$ cat src/rtl/ps2_mouse_cursor_tracker_assert.svh
// ----------------------------------------------------------------------------
// ps2_mouse_cursor_tracker_assert.svh
// Assertion macros used by the cursor tracker top level.
// ----------------------------------------------------------------------------
`ifndef PS2_MOUSE_CURSOR_TRACKER_ASSERT_SVH
`define PS2_MOUSE_CURSOR_TRACKER_ASSERT_SVH

// Same-cycle implication, checked out of reset.
`define PS2MCT_ASSERT_IMPL(label, clk, rst_n, ante, cons, msg) \
  label: assert property (@(posedge clk) disable iff (!rst_n) (ante) |-> (cons)) \
    else $error(msg);

// Next-cycle implication, checked out of reset.
`define PS2MCT_ASSERT_NEXT(label, clk, rst_n, ante, cons, msg) \
  label: assert property (@(posedge clk) disable iff (!rst_n) (ante) |=> (cons)) \
    else $error(msg);

`endif

$ cat src/rtl/ps2mct_pkg.sv
// ----------------------------------------------------------------------------
// ps2mct_pkg
// Types and constants of the PS/2 mouse cursor tracker.
// ----------------------------------------------------------------------------
package ps2mct_pkg;

  // Field widths
  localparam int unsigned BYTE_W   = 8;
  localparam int unsigned POS_W    = 12;
  localparam int unsigned LIMIT_W  = 12;
  localparam int unsigned BTN_W    = 3;
  localparam int unsigned HDR_W    = 6;
  localparam int unsigned APB_DW   = 32;
  localparam int unsigned APB_AW   = 3;

  // Default coordinate width of the cursor
  localparam int unsigned COORD_BITS_DEF = 12;

  // Header bits
  localparam int unsigned SYNC_BIT_IDX  = 3;
  localparam int unsigned XSIGN_BIT_IDX = 4;
  localparam int unsigned YSIGN_BIT_IDX = 5;

  // A negative delta is the data byte minus this span
  localparam int unsigned DELTA_SPAN = 256;

  // Reset values of the clamp bounds
  localparam logic [LIMIT_W-1:0] LIMIT_X_RST = LIMIT_W'(1920);
  localparam logic [LIMIT_W-1:0] LIMIT_Y_RST = LIMIT_W'(1080);

  // Register map index (byte address 4*index)
  typedef enum logic [0:0] {
    REG_LIMIT_X = 1'b0,
    REG_LIMIT_Y = 1'b1
  } reg_idx_e;

  // Clamp bounds handed to the datapath
  typedef struct packed {
    logic [LIMIT_W-1:0] limit_x;
    logic [LIMIT_W-1:0] limit_y;
  } limits_t;

  // One result beat
  typedef struct packed {
    logic [POS_W-1:0] pos_x;
    logic [POS_W-1:0] pos_y;
    logic [BTN_W-1:0] buttons;
  } result_t;

endpackage

$ cat src/rtl/ps2mct_if.sv
// ----------------------------------------------------------------------------
// ps2mct_if
// Valid/ready channels of the cursor tracker: raw bytes in, results out.
// ----------------------------------------------------------------------------
interface ps2mct_byte_if;
  logic                           valid;
  logic                           ready;
  logic [ps2mct_pkg::BYTE_W-1:0] rx_byte;

  modport source (output valid, output rx_byte, input ready);
  modport sink   (input valid, input rx_byte, output ready);
endinterface

interface ps2mct_pos_if;
  logic                          valid;
  logic                          ready;
  logic [ps2mct_pkg::POS_W-1:0] pos_x;
  logic [ps2mct_pkg::POS_W-1:0] pos_y;
  logic [ps2mct_pkg::BTN_W-1:0] buttons;

  modport source (output valid, output pos_x, output pos_y, output buttons, input ready);
  modport sink   (input valid, input pos_x, input pos_y, input buttons, output ready);
endinterface

$ cat src/rtl/ps2mct_cfg_regs.sv
// ----------------------------------------------------------------------------
// ps2mct_cfg_regs
// APB register file holding the x and y clamp bounds.
// ----------------------------------------------------------------------------
module ps2mct_cfg_regs (
  input  logic                           clk_i,
  input  logic                           rst_ni,
  input  logic                           psel,
  input  logic                           penable,
  input  logic                           pwrite,
  input  logic [ps2mct_pkg::APB_AW-1:0] paddr,
  input  logic [ps2mct_pkg::APB_DW-1:0] pwdata,
  output logic [ps2mct_pkg::APB_DW-1:0] prdata,
  output logic                           pready,
  output ps2mct_pkg::limits_t            limits_o
);

  logic [ps2mct_pkg::LIMIT_W-1:0] limit_x_q;
  logic [ps2mct_pkg::LIMIT_W-1:0] limit_y_q;
  ps2mct_pkg::reg_idx_e           reg_idx;
  logic                           wr_en;

  // Decode register index from the word address
  assign reg_idx = ps2mct_pkg::reg_idx_e'(paddr[2]);
  assign wr_en   = psel & penable & pwrite;
  assign pready  = 1'b1;

  // Write the addressed bound
  always_ff @(posedge clk_i or negedge rst_ni) begin
    if (!rst_ni) begin
      limit_x_q <= ps2mct_pkg::LIMIT_X_RST;
      limit_y_q <= ps2mct_pkg::LIMIT_Y_RST;
    end else if (wr_en) begin
      unique case (reg_idx)
        ps2mct_pkg::REG_LIMIT_X: limit_x_q <= pwdata[ps2mct_pkg::LIMIT_W-1:0];
        ps2mct_pkg::REG_LIMIT_Y: limit_y_q <= pwdata[ps2mct_pkg::LIMIT_W-1:0];
        default: ;
      endcase
    end
  end

  // Read back the addressed bound
  always_comb begin
    unique case (reg_idx)
      ps2mct_pkg::REG_LIMIT_X: prdata = ps2mct_pkg::APB_DW'(limit_x_q);
      ps2mct_pkg::REG_LIMIT_Y: prdata = ps2mct_pkg::APB_DW'(limit_y_q);
      default:                 prdata = '0;
    endcase
  end

  assign limits_o.limit_x = limit_x_q;
  assign limits_o.limit_y = limit_y_q;

endmodule

$ cat src/rtl/ps2mct_axis_move.sv
// ----------------------------------------------------------------------------
// ps2mct_axis_move
// Adds a 9-bit signed delta to one cursor axis and clamps it to 0..bound.
// ----------------------------------------------------------------------------
module ps2mct_axis_move #(
  parameter int unsigned COORD_BITS = ps2mct_pkg::COORD_BITS_DEF
) (
  input  logic [COORD_BITS-1:0]              pos_i,
  input  logic [ps2mct_pkg::BYTE_W-1:0]      delta_i,
  input  logic                               neg_i,
  input  logic [ps2mct_pkg::LIMIT_W-1:0]     limit_i,
  output logic [COORD_BITS-1:0]              pos_o
);

  // Wide enough for the bound and the coordinate, plus carry and sign
  localparam int unsigned LW = (COORD_BITS > ps2mct_pkg::LIMIT_W) ?
                               COORD_BITS : ps2mct_pkg::LIMIT_W;
  localparam int unsigned SW = LW + 2;
  localparam logic [LW-1:0] CeilMax = LW'((64'd1 << COORD_BITS) - 64'd1);

  logic [LW-1:0] lim_ext;
  logic [LW-1:0] top;
  logic [SW-1:0] sum;

  // Saturate the bound at the coordinate range
  assign lim_ext = LW'(limit_i);
  assign top     = (lim_ext > CeilMax) ? CeilMax : lim_ext;

  // Sign-extend the delta by subtracting the span when negative
  assign sum = SW'(pos_i) + SW'(delta_i)
             - (neg_i ? SW'(ps2mct_pkg::DELTA_SPAN) : SW'(0));

  // Clamp below at zero and above at the bound
  always_comb begin
    if (sum[SW-1]) begin
      pos_o = '0;
    end else if (sum > SW'(top)) begin
      pos_o = COORD_BITS'(top);
    end else begin
      pos_o = COORD_BITS'(sum);
    end
  end

endmodule

$ cat src/rtl/ps2mct_pkt_decode.sv
// ----------------------------------------------------------------------------
// ps2mct_pkt_decode
// Packet framing, byte holds and cursor state; forms one result per packet.
// ----------------------------------------------------------------------------
module ps2mct_pkt_decode #(
  parameter int unsigned COORD_BITS = ps2mct_pkg::COORD_BITS_DEF
) (
  input  logic                           clk_i,
  input  logic                           rst_ni,
  input  logic                           step_i,
  input  logic [ps2mct_pkg::BYTE_W-1:0] byte_i,
  input  ps2mct_pkg::limits_t            limits_i,
  output logic                           emit_o,
  output ps2mct_pkg::result_t            res_o
);

  typedef enum logic [1:0] {
    PH_HEADER = 2'd0,
    PH_DX     = 2'd1,
    PH_DY     = 2'd2
  } phase_e;

  phase_e                           phase_q, phase_d;
  logic [ps2mct_pkg::HDR_W-1:0]    hdr_q, hdr_d;
  logic [ps2mct_pkg::BYTE_W-1:0]   dx_q, dx_d;
  logic [COORD_BITS-1:0]           cur_x_q, cur_x_d;
  logic [COORD_BITS-1:0]           cur_y_q, cur_y_d;
  logic [COORD_BITS-1:0]           mov_x, mov_y;
  logic [ps2mct_pkg::BTN_W-1:0]    btn;

  assign btn = hdr_q[ps2mct_pkg::BTN_W-1:0];

  // Candidate positions for a motion packet
  ps2mct_axis_move #(.COORD_BITS(COORD_BITS)) u_move_x (
    .pos_i   (cur_x_q),
    .delta_i (dx_q),
    .neg_i   (hdr_q[ps2mct_pkg::XSIGN_BIT_IDX]),
    .limit_i (limits_i.limit_x),
    .pos_o   (mov_x)
  );

  ps2mct_axis_move #(.COORD_BITS(COORD_BITS)) u_move_y (
    .pos_i   (cur_y_q),
    .delta_i (byte_i),
    .neg_i   (hdr_q[ps2mct_pkg::YSIGN_BIT_IDX]),
    .limit_i (limits_i.limit_y),
    .pos_o   (mov_y)
  );

  // The dy byte completes a packet
  assign emit_o = (phase_q == PH_DY);

  // Advance framing and cursor
  always_comb begin
    phase_d = phase_q;
    hdr_d   = hdr_q;
    dx_d    = dx_q;
    cur_x_d = cur_x_q;
    cur_y_d = cur_y_q;
    unique case (phase_q)
      PH_DX: begin
        dx_d    = byte_i;
        phase_d = PH_DY;
      end
      PH_DY: begin
        phase_d = PH_HEADER;
        if (btn == '0) begin
          cur_x_d = mov_x;
          cur_y_d = mov_y;
        end
      end
      default: begin
        // Drop bytes without the sync bit to regain framing
        phase_d = PH_HEADER;
        if (byte_i[ps2mct_pkg::SYNC_BIT_IDX]) begin
          hdr_d   = byte_i[ps2mct_pkg::HDR_W-1:0];
          phase_d = PH_DX;
        end
      end
    endcase
  end

  assign res_o.pos_x   = ps2mct_pkg::POS_W'(cur_x_d);
  assign res_o.pos_y   = ps2mct_pkg::POS_W'(cur_y_d);
  assign res_o.buttons = btn;

  always_ff @(posedge clk_i or negedge rst_ni) begin
    if (!rst_ni) begin
      phase_q <= PH_HEADER;
      hdr_q   <= '0;
      dx_q    <= '0;
      cur_x_q <= '0;
      cur_y_q <= '0;
    end else if (step_i) begin
      phase_q <= phase_d;
      hdr_q   <= hdr_d;
      dx_q    <= dx_d;
      cur_x_q <= cur_x_d;
      cur_y_q <= cur_y_d;
    end
  end

endmodule

$ cat src/rtl/ps2_mouse_cursor_tracker.sv
// ----------------------------------------------------------------------------
// ps2_mouse_cursor_tracker
// Decodes PS/2 mouse packets and tracks a clamped cursor position.
// ----------------------------------------------------------------------------
// Usage:
//   in_ch  carries raw mouse bytes (rx_byte), one per beat.
//   out_ch carries one beat per complete three-byte packet: pos_x, pos_y and
//          buttons. A packet with a button held reports the buttons and the
//          unchanged cursor; a motion packet reports buttons of zero.
//   The APB port holds limit_x at 0x0 and limit_y at 0x4; write them only
//   while the block is idle.
// Timing:
//   One byte is taken every cycle unless a result stall holds the flow. Each
//   byte is held in the input register; the result of a dy byte moves from it
//   into the result register. The add and clamp of both axes are combinational
//   between the input register and the result register.
// Reset:
//   Framing returns to awaiting header, the cursor goes to 0,0, the bounds
//   to 1920 and 1080; no result beat is pending.
// Stall:
//   While out_ch is stalled, one more result waits in the input register;
//   bytes that complete no packet keep flowing through.
// ----------------------------------------------------------------------------
`include "ps2_mouse_cursor_tracker_assert.svh"

module ps2_mouse_cursor_tracker #(
  parameter int unsigned COORD_BITS = ps2mct_pkg::COORD_BITS_DEF
) (
  input  logic                           clk_i,
  input  logic                           rst_ni,
  ps2mct_byte_if.sink                    in_ch,
  ps2mct_pos_if.source                   out_ch,
  input  logic                           psel,
  input  logic                           penable,
  input  logic                           pwrite,
  input  logic [ps2mct_pkg::APB_AW-1:0] paddr,
  input  logic [ps2mct_pkg::APB_DW-1:0] pwdata,
  output logic [ps2mct_pkg::APB_DW-1:0] prdata,
  output logic                           pready
);

  ps2mct_pkg::limits_t            limits;
  ps2mct_pkg::result_t            res;
  ps2mct_pkg::result_t            out_res_q;
  logic                           out_valid_q;
  logic                           in_valid_q;
  logic [ps2mct_pkg::BYTE_W-1:0] in_byte_q;
  logic                           emit;
  logic                           out_free;
  logic                           step;

  ps2mct_cfg_regs u_cfg (
    .clk_i    (clk_i),
    .rst_ni   (rst_ni),
    .psel     (psel),
    .penable  (penable),
    .pwrite   (pwrite),
    .paddr    (paddr),
    .pwdata   (pwdata),
    .prdata   (prdata),
    .pready   (pready),
    .limits_o (limits)
  );

  ps2mct_pkt_decode #(.COORD_BITS(COORD_BITS)) u_decode (
    .clk_i    (clk_i),
    .rst_ni   (rst_ni),
    .step_i   (step),
    .byte_i   (in_byte_q),
    .limits_i (limits),
    .emit_o   (emit),
    .res_o    (res)
  );

  // Advance a held byte unless its result has nowhere to go
  assign out_free    = !out_valid_q || out_ch.ready;
  assign step        = in_valid_q && (!emit || out_free);
  assign in_ch.ready = !in_valid_q || step;

  // Input register
  always_ff @(posedge clk_i or negedge rst_ni) begin
    if (!rst_ni) begin
      in_valid_q <= 1'b0;
    end else if (in_ch.ready) begin
      in_valid_q <= in_ch.valid;
    end
  end

  always_ff @(posedge clk_i) begin
    if (in_ch.valid && in_ch.ready) begin
      in_byte_q <= in_ch.rx_byte;
    end
  end

  // Result register
  always_ff @(posedge clk_i or negedge rst_ni) begin
    if (!rst_ni) begin
      out_valid_q <= 1'b0;
    end else if (step && emit) begin
      out_valid_q <= 1'b1;
    end else if (out_ch.ready) begin
      out_valid_q <= 1'b0;
    end
  end

  always_ff @(posedge clk_i) begin
    if (step && emit) begin
      out_res_q <= res;
    end
  end

  assign out_ch.valid   = out_valid_q;
  assign out_ch.pos_x   = out_res_q.pos_x;
  assign out_ch.pos_y   = out_res_q.pos_y;
  assign out_ch.buttons = out_res_q.buttons;

  // Hold a completing byte while the result register is blocked
  `PS2MCT_ASSERT_NEXT(a_hold_blocked, clk_i, rst_ni, in_valid_q && emit && !out_free, in_valid_q && $stable(in_byte_q), "completing byte lost while result register blocked")
  // Every completed packet lands in the result register
  `PS2MCT_ASSERT_NEXT(a_emit_loads, clk_i, rst_ni, step && emit, out_valid_q, "completed packet not loaded into result register")
  // An accepted byte is held in the input register
  `PS2MCT_ASSERT_NEXT(a_accept_held, clk_i, rst_ni, in_ch.valid && in_ch.ready, in_valid_q, "accepted byte not captured")
  // Never overwrite a result that is still waiting
  `PS2MCT_ASSERT_IMPL(a_no_overwrite, clk_i, rst_ni, out_valid_q && !out_ch.ready, !(step && emit), "pending result overwritten")

endmodule
$ cat src/flat_wrapper.sv
// flat-port wrapper written by rule: the top's interface ports become plain ports
module ps2_mouse_cursor_tracker_flat 
#(
  parameter int unsigned COORD_BITS = ps2mct_pkg::COORD_BITS_DEF
)
  (clk_i, rst_ni, psel, penable, pwrite, paddr, pwdata, prdata, pready, in_ch_valid, in_ch_rx_byte, in_ch_ready, out_ch_valid, out_ch_pos_x, out_ch_pos_y, out_ch_buttons, out_ch_ready);
  ps2mct_byte_if in_ch_i ();
  ps2mct_pos_if out_ch_i ();
  input  logic clk_i;
  input  logic rst_ni;
  input  logic psel;
  input  logic penable;
  input  logic pwrite;
  input  logic [ps2mct_pkg::APB_AW-1:0] paddr;
  input  logic [ps2mct_pkg::APB_DW-1:0] pwdata;
  output logic [ps2mct_pkg::APB_DW-1:0] prdata;
  output logic pready;
  input wire logic [$bits(in_ch_i.valid)-1:0] in_ch_valid;
  input wire logic [$bits(in_ch_i.rx_byte)-1:0] in_ch_rx_byte;
  output wire logic [$bits(in_ch_i.ready)-1:0] in_ch_ready;
  output wire logic [$bits(out_ch_i.valid)-1:0] out_ch_valid;
  output wire logic [$bits(out_ch_i.pos_x)-1:0] out_ch_pos_x;
  output wire logic [$bits(out_ch_i.pos_y)-1:0] out_ch_pos_y;
  output wire logic [$bits(out_ch_i.buttons)-1:0] out_ch_buttons;
  input wire logic [$bits(out_ch_i.ready)-1:0] out_ch_ready;
  assign in_ch_i.valid = in_ch_valid;
  assign in_ch_i.rx_byte = in_ch_rx_byte;
  assign in_ch_ready = in_ch_i.ready;
  assign out_ch_valid = out_ch_i.valid;
  assign out_ch_pos_x = out_ch_i.pos_x;
  assign out_ch_pos_y = out_ch_i.pos_y;
  assign out_ch_buttons = out_ch_i.buttons;
  assign out_ch_i.ready = out_ch_ready;
  ps2_mouse_cursor_tracker #(.COORD_BITS(COORD_BITS)) u_core (.clk_i(clk_i), .rst_ni(rst_ni), .in_ch(in_ch_i), .out_ch(out_ch_i), .psel(psel), .penable(penable), .pwrite(pwrite), .paddr(paddr), .pwdata(pwdata), .prdata(prdata), .pready(pready));
endmodule
$ cat config.mk
export PLATFORM = sky130hd
export DESIGN_NAME = ps2_mouse_cursor_tracker_flat
export DESIGN_NICKNAME = d
export VERILOG_FILES = /design/src/rtl/ps2mct_pkg.sv /design/src/rtl/ps2mct_if.sv /design/src/rtl/ps2mct_cfg_regs.sv /design/src/rtl/ps2mct_axis_move.sv /design/src/rtl/ps2mct_pkt_decode.sv /design/src/rtl/ps2_mouse_cursor_tracker.sv /design/src/flat_wrapper.sv
export VERILOG_INCLUDE_DIRS = /design/src /design/src/rtl
export SDC_FILE = /design/constraint.sdc
export NUM_CORES = 1
export LEC_CHECK = 0
export BUFFER_PORTS_ARGS = -buffer_cell sky130_fd_sc_hd__buf_2
export CAP_MARGIN = 40
export CELL_PAD_IN_SITES_DETAIL_PLACEMENT = 1
export CELL_PAD_IN_SITES_GLOBAL_PLACEMENT = 2
export CORE_UTILIZATION = 36
export CTS_CLUSTER_DIAMETER = 40
export DETAILED_ROUTE_END_ITERATION = 8
export GPL_TIMING_DRIVEN = 0
export PLACE_DENSITY = 0.78
export SYNTH_ARGS = -nofsm -noshare
export SYNTH_HDL_FRONTEND = slang
export SYNTH_SLANG_ARGS = --single-unit
$ cat constraint.sdc
create_clock -name clk_i -period 5.55 [get_ports clk_i]
set_input_delay 0.8325 -clock clk_i [delete_from_list [all_inputs] [get_ports clk_i]]
set_output_delay 0.8325 -clock clk_i [all_outputs]
set_load 0.03 [all_outputs]
; Yosys cells after proc, flatten, opt, wreduce, memory -nomap -nowiden
; Cells that the tools add are included.
; W data, S select, Z words.
[classes]
addsub = 4
magnitude_cmp = 4
eq_ne = 2
n_mux = 17
bitwise = 4
n_reduce_logical = 16
[op_table]
columns = operator, count
row1 = $mux W12, 10
row2 = $pmux W32 S2, 1
row3 = $gt A14 B12 Y1, 2
row4 = $sub A14 B14 Y14, 2
row5 = $add A12 B8 Y13, 2
row6 = $gt A12 B12 Y1 const B, 2
row7 = $mux W9, 2
row8 = $reduce_and A2 Y1, 3
row9 = $pmux W2 S2, 1
row10 = $logic_and A1 B1 Y1, 3
row11 = $logic_not A1 Y1, 3
row12 = $logic_not A3 Y1, 1
row13 = $logic_or A1 B1 Y1, 3
row14 = $mux W1, 3
row15 = $reduce_and A3 Y1, 1
row16 = $and A1 B1 Y1, 2
row17 = $eq A2 B1 Y1 const B, 1
row18 = $eq A2 B2 Y1 const B, 1
row19 = $not A1 Y1, 2
row20 = $reduce_bool A2 Y1, 1
row21 = $reduce_or A2 Y1, 1
[word_totals]
regBits = 101
in_bits = 50

; Logic depth before layout (Yosys ltp)
; Gate-level depths: netlist of the first run.
[depth]
ltp_word = 7
depth_mapped = 22
depth_no_buf = 20

; Hierarchy
; From an unflattened synthesis of the first run, not the netlist that was laid out.
[unflattened]
cells_unflattened = 632
area_unflattened_um2 = 6998.0
[modules_own_cells]
columns = module, n_inst, cells_per_inst, area_per_inst_um2, seq_area_each_um2
row1 = ps2mct_axis_move, 2, 190, 1333.8, 0.0
row2 = ps2mct_pkt_decode, 1, 119, 1890.6, 975.9
row3 = ps2mct_cfg_regs, 1, 88, 1282.5, 610.6
row4 = ps2_mouse_cursor_tracker, 1, 45, 1157.4, 1101.1

; Worst setup path after synthesis of the first run
; Ideal clock, no wire load.
[synth_path]
kind = reg2reg
from = reg u_core.in_byte_q[0] in the netlist's numbering
to = reg u_core.out_res_q (netlist bit u_core.out_ch.pos_y[11]), data pin
setup_time_ns = 0.268
arrival_ns = 4.702
required_ns = 5.282
path_slack_ns = 0.580
stages_incl_launch_ff = 22
n_path_buf = 2
path_cell_list = edfxtp_1 ha_1 fa_1 a211oi_1 o21a_1 o21ai_0 o21ai_0 xor2_1 ha_1 or4b_1 nand3_1 xnor2_1 inv_1 ha_1 a211oi_1 o21ai_0 o311a_1 a311o_1 buf_4 buf_6 a32oi_1 o41ai_2
[synth_rtl]
columns = element, line_no
row1 = "start, declared", ps2_mouse_cursor_tracker.sv:47  ; logic [ps2mct_pkg::BYTE_W-1:0] in_byte_q;
row2 = "start signal, assigned", ps2_mouse_cursor_tracker.sv:91  ; in_byte_q <= in_ch.rx_byte;
row3 = "end signal, assigned", ps2_mouse_cursor_tracker.sv:108  ; out_res_q <= res;
row4 = "end, declared", ps2_mouse_cursor_tracker.sv:44  ; ps2mct_pkg::result_t out_res_q;

==> results of run 1 <==
-- report_power, final --
group          total (mW)  internal (mW)  leakage [nW]  switching [mW]
Combinational        3.09           1.29          1.96            1.81
Sequential           1.19           1.00          1.13           0.189
Clock               0.623          0.321         0.141           0.302
-- cells in the final DEF (no fill, tap or decap), types with 6 or more instances in the layout --
master / n
ha_1: 43
clkbuf_1: 19
nor3_1: 6
and2_1: 7
buf_2: 67
xnor2_1: 11
o31ai_1: 30
conb_1: 21
a21oi_1: 14
o21a_1: 7
inv_1: 34
mux2i_1: 14
dfrtp_1: 57
o21ai_0: 38
nand3_1: 7
nand2_1: 67
mux2_2: 38
nand4_1: 6
xor2_1: 7
edfxtp_1: 35
a21o_1: 9
buf_4: 27
dfstp_2: 8
clkbuf_16: 9
nor2_1: 25
-- state kept, by name (all words and copies together) (netlist names), 3 cells and up --
register / count
u_core.u_decode.hdr_q: 5
u_core.u_decode.cur_y_q: 12
u_core.in_byte_q: 8
u_core.u_decode.cur_x_q: 12
u_core.out_ch.buttons: 3
u_core.out_ch.pos_x: 12
u_core.out_ch.pos_y: 12
u_core.u_cfg.limit_x_q: 12
u_core.u_cfg.limit_y_q: 12
u_core.u_decode.dx_q: 8
-- layout make-up --
class	instances	area, µm²	share of cell area (%)
flip-flops and latches	100	2690	37.1
inverters	35	131	1.81
clock buffers	10	239	3.30
clock inverters	6	45.0	0.621
repair buffers	73	413	5.70
multi-input cells	420	3190	44.0
plain buffers	47	270	3.73
well taps	220	275	3.80
-- per-layer routing --
layer | vias to the layer above | GRT usage (%) | share of wire (%)
met5 | - | 0 | 0
met4 | 0 | 5.30 | 1.5
met3 | 17 | 3.38 | 3.2
met2 | 88 | 35.4 | 49
met1 | 2365 | 27.2 | 46
li1 | 2268 | - | -
-- path summary, 6_finish.rpt --
kind                            cells after the start                          to                startpoint
worst max-delay path                               21     u_core.out_ch.pos_y[10]       u_core.in_byte_q[0]
worst min-delay path                                1  u_core.u_decode.cur_x_q[5]                    rst_ni
worst max register to register                     21     u_core.out_ch.pos_y[10]       u_core.in_byte_q[0]
worst min register to register                      0    u_core.out_ch.buttons[0]  u_core.u_decode.hdr_q[0]
max in group asynchronous                           2   u_core.u_cfg.limit_y_q[4]                    rst_ni
min in group clk_i                                  0    u_core.out_ch.buttons[0]  u_core.u_decode.hdr_q[0]
-- per-stage QoR --
| step | worst slack, ps | hold slack (ps) | utilization (%) |
|---|---|---|---|
| 2_1_floorplan | 580 | 456 | - |
| 3_3_place_gp | -115 | 484 | 40.9 |
| 3_5_place_dp | -237 | 492 | 41.2 |
| 4_1_cts | 39.7 | 430 | 43.2 |
| 5_1_grt | -14.9 | 445 | 43.9 |
| 6_report | 268 | 420 | 43.9 |
-- worst reg2reg max path: cells and delay by family (launching register included) --
family                     cells  cell delay [ps]
and+or+nand+nor                2              580
xor gates and xnor gates       2              390
adders and majority gates      4             1150
DFF                            1              460
muxes                          1              150
AOI/OAI and AO/OA              9             1930
buffers and inverters          3              420
-- cells by family after synthesis --
family                   Yosys count  synth area share, %
AND/OR/NAND/NOR                  142                 11.0
AO/OA/AOI/OAI                    133                 14.9
flip-flops                       100                 44.3
buffers and inverters             82                 6.62
multiplexers                      57                 10.2
adder cells (fa/ha/maj)           48                 10.1
XOR/XNOR                          19                 2.74
other                              2                0.124
-- timing repair --
item | in CTS | in global routing
pin swaps | 1 | 6
buffers inserted | 1 | 2
setup endpoints to repair | 20 | 24
gates resized for setup | 8 | 19
endpoints found under the hold margin | 0 | 0
==> metrics.csv, run 1 <==
stage,metric,value,unit
timing,clk_skew,6.07,ps
synth,share of the synthesized area in the top cell type,23.5,%
global_route,grt ovf,0,
synth,most frequent cell after synthesis,nand2_1,
global_route,GRT Total Usage,20.7,%
timing,Worst-Margin Slew,760,ps
floorplanning,Core ar.,16500,µm²
worst_setup_path,critical path class,register to register,
route,average wire per standard cell,18.8,µm
synth,register area share after synthesis,44.3,%
clock_tree,Root Driver,clkbuf_16,
cells_and_area,fin area,7250,µm²
outcome,outcome,completed,
cells_and_area,P&R area growth vs syn,19.4,%
clock_tree,Hold Buf Count CTS,0,
synth,Synth Instances,583,
synth,Netlist cell types,53,
worst_setup_path,slowest cell on the critical path,edfxtp_1,
hold_path,Hold/Removal Path Class,input port to async pin,
cells_and_area,Finished Layout Cells,911,
power_and_ir_drop,Pwr Total,4.90,mW
timing,Final Critical Period,5280,ps
run,max-cap viol count,0,
worst_setup_path,CP Max Fanout,10,
route,vias per inst,5.20,
route,DRT Pass-1 Iters,4,
worst_setup_path,critical path arrival,5450,ps
timing,final hold violations,0,
placement,# port buffers,68,
route,final WL,17200,µm
worst_setup_path,flop-to-flop setup slack,270,ps
synth,Yosys reg bits,100,
worst_setup_path,CP bufs+invs,3,
cells_and_area,ratio of cells with drive above 1 in the final layout,26.9,%
synth,ys async rst share,65.0,%
timing,Slew Limit Headroom,49.3,%
timing,FMAX,189,MHz
worst_setup_path,top cell family by delay on the critical path,compound AO/OA/AOI/OAI gates,
timing,fin crit share,95.2,%
worst_setup_path,Worst Setup Start Kind,register,
global_route,first-pass GRT wire length,27700,µm
placement,Post-Place Cell Area,6810,µm²
worst_setup_path,critical path cell sequence,ha_4 > fa_2 > a211oi_4 > o21a_1 > o21ai_1 > o21ai_1 > xor2_1 > ha_2 > or4b_1 > nand3_2 > xnor2_2 > inv_2 > ha_4 > a211oi_2 > o21ai_1 > o311a_1 > a311o_1 > buf_4 > buf_6 > mux2i_1 > o31ai_1,
cells_and_area,diode count,0,
route,Via Count,4738,
floorplanning,initial core utilization,36.7,%
floorplanning,Die W,132,µm
timing,Setup TNS Final,0,ps
synth,"top cells by area, synth","dfrtp_1 (23%), edfxtp_1 (17%), ha_1 (9.5%), mux2_2 (7.0%), nand2_1 (4.1%)",
clock_tree,Worst-path clk slew,70,ps
clock_tree,Max Buffers Root-to-Sink,2,
clock_tree,Clock Latency Late Sink,360,ps
route,post-route ant nets,0,
worst_setup_path,CP required,5710,ps
power_and_ir_drop,peak supply drop,0.325,mV
synth,synthesized area per cell,10.4,µm²
power_and_ir_drop,Pwr Density,676,nW/µm²
placement,Inst Count DP,892,
global_route,largest net degree at the start of global routing,35,
cells_and_area,nets@finish,784,
worst_setup_path,crit end category,register,
route,drc violations,0,
worst_setup_path,Critical Path Max Stage Delay,460,ps
power_and_ir_drop,P_leak,3.24,nW
timing,endpoints failing setup,0,
synth,synth warn,0,
synth,"top cells by count, synth","nand2_1 (67), dfrtp_1 (57), ha_1 (46), o21ai_0 (41), mux2_2 (38)",
floorplanning,row cnt,47,
floorplanning,die area,17400,µm²
worst_setup_path,most repeated library cell on the critical path,o21ai_1,
placement,Final Wtd Congestion,0.839,
clock_tree,CTS tree,built,
synth,Netlist Area Pre-Place,6070,µm²
synth,"EDFF count, synth",35,
floorplanning,Ports,112,
global_route,antenna violations before repair,0,
clock_tree,clock sinks,100,
timing,final slew viol count,0,
synth,largest area contributor in the netlist,dfrtp_1,
placement,Final HPWL DP,13600,µm
global_route,number of global-route vias before repair,5016,
synth,top_reg_cell synth,dfrtp_1,
clock_tree,# H-tree levels,3,
clock_tree,cts bufs inserted,9,
route,DR iter-0 viols,243,
cells_and_area,fill count,1893,
floorplanning,Die Y,132,µm
Note: power is estimated with default switching activity, not from simulation.
==> run 2, diff against run 1 <==
Settings changed: ABC_AREA from default to 1, CORE_UTILIZATION 36 to 33.
==> metrics.csv, run 2 <==
stage,metric,value,unit,change
route,average wire per standard cell,15.5,µm,was 18.8 µm
global_route,GRT Total Usage,19.8,%,was 20.7%
outcome,outcome,completed,,unchanged
floorplanning,initial core utilization,33.9,%,was 36.7%
worst_setup_path,critical path class,register to register,,unchanged
global_route,largest net degree at the start of global routing,55,,was 35
timing,RSZ-0062 raised after global routing,no,,
timing,Setup TNS Final,0,ps,unchanged
clock_tree,CTS resizes,0,,was 8
synth,most frequent cell after synthesis,nand2_1,,unchanged
cells_and_area,register cell area after layout,2690,µm²,unchanged
synth,largest area contributor in the netlist,dfrtp_1,,unchanged
synth,Netlist Area Pre-Place,6630,µm²,was 6070 µm²
power_and_ir_drop,Pwr Density,595,nW/µm²,was 676 nW/µm²
floorplanning,Die W,144,µm,was 132 µm
placement,# port buffers,67,,was 68
clock_tree,Hold Buf Count CTS,0,,unchanged
global_route,grt ovf,0,,unchanged
cells_and_area,nets@finish,1044,,was 784
global_route,first-pass GRT wire length,30600,µm,was 27700 µm
timing,Worst-Margin Slew,587,ps,was 760 ps
route,DRT Pass-1 Iters,4,,unchanged
run,max-cap viol count,0,,unchanged
cells_and_area,Finished Layout Cells,1216,,was 911
global_route,antenna violations before repair,0,,unchanged
placement,Inst Count DP,1200,,was 892
synth,synthesized area per cell,7.84,µm²,was 10.4 µm²
worst_setup_path,Critical path origin,u_core.u_decode.dx_q[0],,was u_core.in_byte_q[0]
worst_setup_path,slowest cell on the critical path,fa_1,,was edfxtp_1
worst_setup_path,CP Max Fanout,10,,unchanged
worst_setup_path,worst reg2reg startpoint,u_core.u_decode.dx_q[0],,was u_core.in_byte_q[0]
worst_setup_path,crit end category,register,,unchanged
clock_tree,Max Buffers Root-to-Sink,2,,unchanged
timing,final slew viol count,0,,unchanged
power_and_ir_drop,Pwr Total,4.62,mW,was 4.90 mW
worst_setup_path,most repeated library cell on the critical path,nand2_1,,was o21ai_1
floorplanning,row cnt,51,,was 47
clock_tree,Root Driver,clkbuf_16,,unchanged
worst_setup_path,RR Endpoint,u_core.out_ch.pos_x[4],,was u_core.out_ch.pos_y[10]
clock_tree,Clock Latency Late Sink,370,ps,was 360 ps
placement,Final Wtd Congestion,0.797,,was 0.839
synth,synth warn,0,,unchanged
route,post-route ant nets,0,,unchanged
placement,Final HPWL DP,15300,µm,was 13600 µm
timing,endpoints failing setup,0,,unchanged
timing,final hold violations,0,,unchanged
worst_setup_path,CP required,5680,ps,was 5710 ps
cells_and_area,ratio of cells with drive above 1 in the final layout,21.0,%,was 26.9%
worst_setup_path,flop-to-flop setup slack,1160,ps,was 270 ps
floorplanning,Ports,112,,unchanged
hold_path,Hold/Removal Path Class,input port to async pin,,unchanged
timing,Final Critical Period,4390,ps,was 5280 ps
synth,top_reg_cell synth,dfrtp_1,,unchanged
timing,clk_skew,15.8,ps,was 6.07 ps
floorplanning,die area,20700,µm²,was 17400 µm²
clock_tree,clock sinks,100,,unchanged
synth,Yosys reg bits,100,,unchanged
cells_and_area,most frequent cells in the layout,"nand2_1 (288), inv_1 (107), buf_2 (69)",,"was nand2_1 (67), buf_2 (67), dfrtp_1 (57)"
synth,share of the synthesized area in the top cell type,21.5,%,was 23.5%
clock_tree,Worst-path clk slew,80,ps,was 70 ps
power_and_ir_drop,P_leak,4.10,nW,was 3.24 nW
route,Via Count,5591,,was 4738
floorplanning,Die Y,144,µm,was 132 µm
clock_tree,cts bufs inserted,9,,unchanged
worst_setup_path,Reg2Reg Depth,23,,was 21
synth,ys async rst share,65.0,%,unchanged
route,vias per inst,4.60,,was 5.20
synth,"top cells by area, synth","dfrtp_1 (22%), nand2_1 (16%), edfxtp_1 (16%), ha_1 (8.7%), inv_1 (6.1%)",,"was dfrtp_1 (23%), edfxtp_1 (17%), ha_1 (9.5%), mux2_2 (7.0%), nand2_1 (4.1%)"
synth,Netlist cell types,40,,was 53
cells_and_area,diode count,0,,unchanged
clock_tree,# H-tree levels,3,,unchanged
worst_setup_path,critical path arrival,4520,ps,was 5450 ps
cells_and_area,"commonest non-fill, non-tap cell in the layout",nand2_1,,
timing,FMAX,228,MHz,was 189 MHz
timing,Slew Limit Headroom,60.9,%,was 49.3%
timing,fin crit share,79.0,%,was 95.2%
cells_and_area,fill count,2482,,was 1893
synth,"EDFF count, synth",35,,unchanged
clock_tree,CTS tree,built,,unchanged
route,DR iter-0 viols,197,,was 243
worst_setup_path,Worst Setup Start Kind,register,,unchanged
floorplanning,Core ar.,19600,µm²,was 16500 µm²
cells_and_area,P&R area growth vs syn,17.1,%,was 19.4%
synth,register area share after synthesis,40.5,%,was 44.3%
synth,Synth Instances,846,,was 583
route,final WL,18900,µm,was 17200 µm
power_and_ir_drop,peak supply drop,0.208,mV,was 0.325 mV
worst_setup_path,Critical Path Max Stage Delay,450,ps,was 460 ps
route,drc violations,0,,unchanged
synth,"top cells by count, synth","nand2_1 (288), inv_1 (107), dfrtp_1 (57), o21ai_0 (51), ha_1 (46)",,"was nand2_1 (67), dfrtp_1 (57), ha_1 (46), o21ai_0 (41), mux2_2 (38)"
clock_tree,Setup Buffers After CTS,0,,was 1
cells_and_area,Multi-input gate area,3320,µm²,was 3190 µm²
global_route,number of global-route vias before repair,5829,,was 5016
worst_setup_path,critical path cell sequence,ha_1 > fa_1 > nand2_1 > inv_1 > nand2_1 > nand3_1 > a21o_1 > xnor2_1 > ha_1 > ha_1 > inv_1 > ha_1 > nand2_1 > nor2_1 > a211oi_1 > nand2_1 > nand2_1 > nand2_1 > nand2_1 > clkbuf_1 > nand4_1 > nand3_2 > nand2_2,,was ha_4 > fa_2 > a211oi_4 > o21a_1 > o21ai_1 > o21ai_1 > xor2_1 > ha_2 > or4b_1 > nand3_2 > xnor2_2 > inv_2 > ha_4 > a211oi_2 > o21ai_1 > o311a_1 > a311o_1 > buf_4 > buf_6 > mux2i_1 > o31ai_1
run 2: where the power goes:
group / internal, mW / leakage, nW / switching [mW]
sequential: 0.997 / 1.15 / 0.179
clock: 0.388 / 0.161 / 0.318
combinational: 0.956 / 2.79 / 1.79
run 2: cell type report:
cell class / instances / share of cell area, %
Buffer: 44 / 3.48
Clock buffer: 11 / 3.27
Clock inverter: 5 / 0.966
Inverter: 114 / 5.54
Multi-Input combinational cell: 607 / 42.7
Sequential cell: 100 / 34.6
Tap cell: 265 / 4.27
Timing Repair Buffer: 70 / 5.19
run 2: metrics by stage:
stage	worst slack (ps)	hold slack (ps)	util [%]	cell area (µm²)
2_1_floorplan	1750	447	-	6710
3_3_place_gp	1160	468	37.6	7370
3_5_place_dp	1170	474	38.0	7440
4_1_cts	1160	321	39.7	7770
5_1_grt	794	326	39.7	7770
6_report	1160	319	39.7	7770
run 2: logic make-up (layout without fill, tap and decap cells):
kind of cell / after synthesis / in the layout / share of synthesized area, %
AO/OA/AOI/OAI: 80 / 80 / 6.36
XOR/XNOR: 12 / 12 / 1.58
adder cells (fa/ha/maj): 48 / 48 / 9.28
buffers and inverters: 158 / 244 / 10.6
flip-flops: 100 / 100 / 40.5
multiplexers: 3 / 3 / 0.509
other: 2 / 21 / 0.113
AND/OR/NAND/NOR: 443 / 443 / 31.1
run 2: how the worst max path moves through the flow:
stage	cells after the start	endpoint
final	23	u_core.out_ch.pos_x[4]
after global routing	25	u_core.u_decode.cur_x_q[6]
after CTS	23	u_core.out_ch.pos_x[3]
after detailed placement	23	u_core.out_ch.pos_x[3]
after global placement	23	u_core.out_ch.pos_x[3]
after floorplan	23	u_core.out_ch.pos_x[10]
run 2: critical path, delay by kind of cell, from the launching register on:
family / cells / cell delay [ps]
AO/OA/AOI/OAI: 2 / 390
flip-flops: 1 / 400
buffers and inverters: 3 / 490
adder cells (fa/ha/maj): 5 / 1590
XOR/XNOR: 1 / 120
AND/OR/NAND/NOR: 12 / 1150
run 2: per-layer routing:
| layer | vias to the layer above | routed length, µm | track usage (%) |
|---|---|---|---|
| met5 | - | 0 | 0 |
| met4 | 0 | 214 | 4.54 |
| met3 | 13 | 378 | 3.03 |
| met2 | 55 | 9430 | 34.8 |
| met1 | 2668 | 8860 | 25.3 |
| li1 | 2855 | - | - |
